===== src/design/bpc_pkg.sv =====
// ----------------------------------------------------------------------------
// bpc_pkg
// shared constants, types and register indexes of the pressure compensation
// ----------------------------------------------------------------------------
package bpc_pkg;

    localparam int DIV_NUM_W  = 32;
    localparam int DIV_DEN_W  = 18;
    localparam int DIV_STAGES = DIV_NUM_W;
    localparam int DIV_LAST   = DIV_STAGES - 1;

    typedef logic [DIV_NUM_W-1:0] t_div_num;
    typedef logic [DIV_DEN_W-1:0] t_div_den;

    localparam int TEMP_OFFSET = 4000;
    localparam int PCOEF_A     = 3038;
    localparam int PCOEF_B     = -7357;
    localparam int PCOEF_C     = 3791;
    localparam int P_MAX       = 262143;
    localparam int T_MAX       = 32767;
    localparam int T_MIN       = -32768;

    localparam logic [15:0] B7_SCALE = 16'd50000;

    typedef enum logic [2:0] {
        CFG_AC1_AC2 = 3'd0,
        CFG_AC3_AC4 = 3'd1,
        CFG_AC5_AC6 = 3'd2,
        CFG_B1_B2   = 3'd3,
        CFG_MC_MD   = 3'd4,
        CFG_OSS     = 3'd5
    } t_cfg_idx;

endpackage


===== src/design/bpc_div.sv =====
// ----------------------------------------------------------------------------
// bpc_div
// pipelined restoring divider, one quotient bit per stage, unsigned
// ----------------------------------------------------------------------------
module bpc_div (
    input  logic              i_clk,
    input  logic              i_en,
    input  bpc_pkg::t_div_num i_num,
    input  bpc_pkg::t_div_den i_den,
    output bpc_pkg::t_div_num o_quo
);

    bpc_pkg::t_div_den r_rem [bpc_pkg::DIV_STAGES];
    bpc_pkg::t_div_num r_quo [bpc_pkg::DIV_STAGES];
    bpc_pkg::t_div_den r_den [bpc_pkg::DIV_STAGES];

    bpc_pkg::t_div_den n_rem [bpc_pkg::DIV_STAGES];
    bpc_pkg::t_div_num n_quo [bpc_pkg::DIV_STAGES];
    bpc_pkg::t_div_den n_den [bpc_pkg::DIV_STAGES];

    always_comb begin
        bpc_pkg::t_div_den     p_rem;
        bpc_pkg::t_div_num     p_quo;
        bpc_pkg::t_div_den     p_den;
        logic [bpc_pkg::DIV_DEN_W:0] trial;
        for (int k = 0; k < bpc_pkg::DIV_STAGES; k++) begin
            if (k == 0) begin
                p_rem = '0;
                p_quo = i_num;
                p_den = i_den;
            end else begin
                p_rem = r_rem[k-1];
                p_quo = r_quo[k-1];
                p_den = r_den[k-1];
            end
            trial = {p_rem, p_quo[bpc_pkg::DIV_NUM_W-1]};
            if (trial >= {1'b0, p_den}) begin
                n_rem[k] = bpc_pkg::t_div_den'(trial - {1'b0, p_den});
                n_quo[k] = {p_quo[bpc_pkg::DIV_NUM_W-2:0], 1'b1};
            end else begin
                n_rem[k] = trial[bpc_pkg::DIV_DEN_W-1:0];
                n_quo[k] = {p_quo[bpc_pkg::DIV_NUM_W-2:0], 1'b0};
            end
            n_den[k] = p_den;
        end
    end

    always_ff @(posedge i_clk) begin
        if (i_en) begin
            for (int k = 0; k < bpc_pkg::DIV_STAGES; k++) begin
                r_rem[k] <= n_rem[k];
                r_quo[k] <= n_quo[k];
                r_den[k] <= n_den[k];
            end
        end
    end

    assign o_quo = r_quo[bpc_pkg::DIV_STAGES-1];

endmodule


===== config.mk =====
export PLATFORM = sky130hd
export DESIGN_NAME = bpc_div
export DESIGN_NICKNAME = d
export VERILOG_FILES = /design/src/design/bpc_pkg.sv /design/src/design/bpc_div.sv
export SDC_FILE = /design/constraint.sdc
export NUM_CORES = 2
export LEC_CHECK = 0
export ABC_AREA = 1
export BUFFER_PORTS_ARGS = -buffer_cell sky130_fd_sc_hd__buf_2
export CAP_MARGIN = 10
export CORE_UTILIZATION = 45
export DETAILED_ROUTE_END_ITERATION = 10
export PLACE_DENSITY = 0.57
export SYNTH_ARGS = -nofsm -noshare
export SYNTH_HDL_FRONTEND = slang
export SYNTH_SLANG_ARGS = --single-unit

===== constraint.sdc =====
create_clock -name i_clk -period 2.9 [get_ports i_clk]
set_input_delay 0.435 -clock i_clk [delete_from_list [all_inputs] [get_ports i_clk]]
set_output_delay 0.435 -clock i_clk [all_outputs]
set_load 0.02 [all_outputs]

==> flow_metrics.tcl <==
set metrics [dict create \
    clkSinkCount 2140 \
    die_w_um 494 \
    final_max_slew_viol_count 0 \
    drv_cap 0 \
    endpoint "r_rem[0][179]" \
    slew_headroom_pct 33.1 \
    drc 0 \
    vias 73539 \
    peakVddDrop_v 0.000521 \
    cts.repair.resized 0 \
    ios 84 \
    synthAdderAreaFrac_pct 6.97 \
    synth_cells 10941 \
    cts_root_buf "clkbuf_16" \
    dr.first_iter.drc_count 4932 \
    synth_ff_type "edfxtp_1" \
    cp.required_ps 3540 \
    grt_max_degree 96 \
    yosysWarnings 0 \
    crit_top_cell "nand2_1" \
    fillCellCount 21989 \
    synth_top_family_by_area "simple AND/OR/NAND/NOR gates" \
    r2r-start "r_den[0][158]" \
    synth-edff-count 2140 \
    num-nets-final 11993 \
    die-area_mm2 0.244 \
    grt_pass1_wl_um 408000 \
    fmax_ghz 0.380 \
    wl_um 262000 \
    p_per_area_mw_per_mm2 1020 \
    cp-startpoint "r_den[0][158]" \
    clk_path_buf_depth 3 \
    period_minus_slack_ps 2630 \
    cts.hold.buffers_added 51 \
    ys_top_cells_by_area "edfxtp_1 (59%), nand2_1 (12%), ha_1 (6.4%)" \
    worstRegToRegCells 11 \
    clk_latency_ps 890 \
    grtUsageMet3_pct 2.53 \
    synth_xor_area_share_pct 1.93 \
    register_area_mm2 0.0643 \
    avgSynthCellArea_um2 9.97 \
    cp-start-kind "flip-flop" \
    htree_levels 4 \
    ys_seq_area_share_pct 58.9 \
    yosys.area.top_type "edfxtp_1" \
    crit_chain "inv_1 > ha_1 > nand2_1 > inv_1 > nand2_1 > nand2_1 > a21oi_1 > nand4_1 > buf_12 > nand3_1 > nand2_1" \
    synth_seq_cells 2140 \
    endpoint_kind "flip-flop" \
    core.rowCount 180 \
    gp_congestion 0.904 \
    postLayoutCoreUtil_pct 50.7 \
    grt-busiest-layer "met2" \
    run_status "completed" \
    die_h_um 494 \
    avgViaCountPerCell 5.00 \
    gr-usage-met1_pct 29.4 \
    path_clk_slew_ps 60 \
    synth_async_sr_flop_share_pct 0 \
    antenna_found_initial 2 \
    grt-ovfl-total 0 \
    crit_type "reg -> reg" \
    mappedNetlistArea_mm2 0.109 \
    synth_compound_area_share_pct 2.93 \
    first_pass_iters 6 \
    hpwl_um 200000 \
    drive_above_1_share_pct 8.55 \
    hold_class "in -> reg" \
    start_util_pct 45.3 \
    cts_made_buffers 225 \
    rsz0062_at_grt "false" \
    port-buffer-count 83 \
    yosys.cell_types.count 38 \
    critPathMaxFanout 13 \
    core_mm2 0.241 \
    post_cts_buffers 0 \
    post_drt_wl_per_cell_um 17.8 \
    p_leak_nw 54.2 \
    synthDominantCellAreaShare_pct 58.9 \
    use_met2_pct 35.9 \
    slowest_stage "nand4_1" \
    tns_ps 0 \
    r2r-end "r_rem[0][179]" \
    syn_nets 11583 \
    grt_usage_pct 21.4 \
    drtAntennaViolNets 0 \
    r2r_setup_slack_ps 270 \
    max_stage_delay_ps 600 \
    worst-endpoint-arrival_ps 3270 \
    area_growth_pct 11.9 \
    hold_viol_final 0 \
    worst_pin_slew_ps 1000 \
    cts_tree "yes" \
    setup_viol_count_final 0 \
    post-route-period-util_pct 90.8 \
    multi_input_area_mm2 0.0377 \
    synthSimpleGateAreaFrac_pct 22.7 \
    first_global_vias 71971 \
    synthMuxAreaShare_pct 0 \
    fin_skew_ps 51.9 \
]
## metrics by stage
step / std cells / hold slack, ps / area [µm²] / worst slack, ps / total power, mW
finish: 14720 / 250 / 122000 / 267 / 124
global route: 14719 / 185 / 122000 / 61.7 / 134
CTS: 14718 / 158 / 122000 / 270 / 125
detailed placement: 14258 / 405 / 114000 / 280 / 96.5
global placement: 14258 / 400 / 114000 / 312 / 96.3
floorplan: 10941 / 400 / 109000 / 993 / 81.4
## Yosys cell counts (31+ instances only)
master	count
inv_1	1596
nor2_1	747
edfxtp_1	2140
xor2_1	229
nand3_1	880
nor3_1	111
nor2_2	48
o21ai_0	63
buf_4	46
nand2_1	3380
o21ai_2	82
or2_2	57
buf_6	31
nand3b_1	241
buf_2	44
ha_1	560
nand4_1	69
nand2_2	90
a21oi_2	45
a21oi_1	262
## critical path: cells and delay by family (launching register included)
| family | cells | cell delay, ps |
|---|---|---|
| simple gates | 6 | 1000 |
| fa+ha+maj | 1 | 350 |
| buf+inv | 3 | 500 |
| flops | 1 | 350 |
| compound gates | 1 | 170 |
## flip-flops by register name (all words and copies together) (netlist names)
register and flops:
r_quo 1024, r_den 558, r_rem 558
## cell type report
class,count,area share (%)
antenna,2,0.00410
clock buffer,255,4.72
clock inverter,154,1.25
inverter,1620,4.98
multi-input combinational,7049,30.9
sequential,2140,52.6
tap,3185,3.26
timing repair buffer,315,2.31
## power by group
part           switching (mW)  internal (mW)  total, mW
Sequential               3.94           42.3       46.2
Combinational            32.6           17.3       49.9
Clock                    12.3           16.0       28.2
## logic make-up (layout without fill, tap and decap cells)
logic type,count (synthesis),in the layout
flip-flops,2140,2140
other,0,2
AO/OA/AOI/OAI,510,510
AND/OR/NAND/NOR,5709,5709
XOR/XNOR,240,240
buffers and inverters,1752,2344
adder cells (fa/ha/maj),590,590
## worst min path at each step
stage                              from             to  cells after the start
after CTS                     i_num[28]   r_quo[0][29]                      2
after floorplan            r_quo[0][67]  r_quo[0][100]                      0
after global placement    r_quo[0][267]  r_quo[0][300]                      0
after detailed placement   r_quo[0][76]  r_quo[0][109]                      0
after global routing          i_num[28]   r_quo[0][29]                      2
final                         i_num[28]   r_quo[0][29]                      2
## cells in the final DEF (no fill, tap or decap), types with 111 or more instances in the layout
| cell | instances |
|---|---|
| xor2_1 | 229 |
| nand3_1 | 880 |
| ha_1 | 560 |
| nor3_1 | 111 |
| nand3b_1 | 241 |
| buf_4 | 139 |
| clkbuf_16 | 226 |
| nor2_1 | 747 |
| a21oi_1 | 262 |
| nand2_1 | 3380 |
| edfxtp_1 | 2140 |
| inv_1 | 1596 |
## metal layers
layer / vias to the layer above / wire length (µm)
met5: - / 0
met2: 1441 / 125000
li1: 37111 / -
met1: 34634 / 121000
met3: 353 / 9890
met4: 0 / 6170
Note: power is estimated with default switching activity, not from simulation.
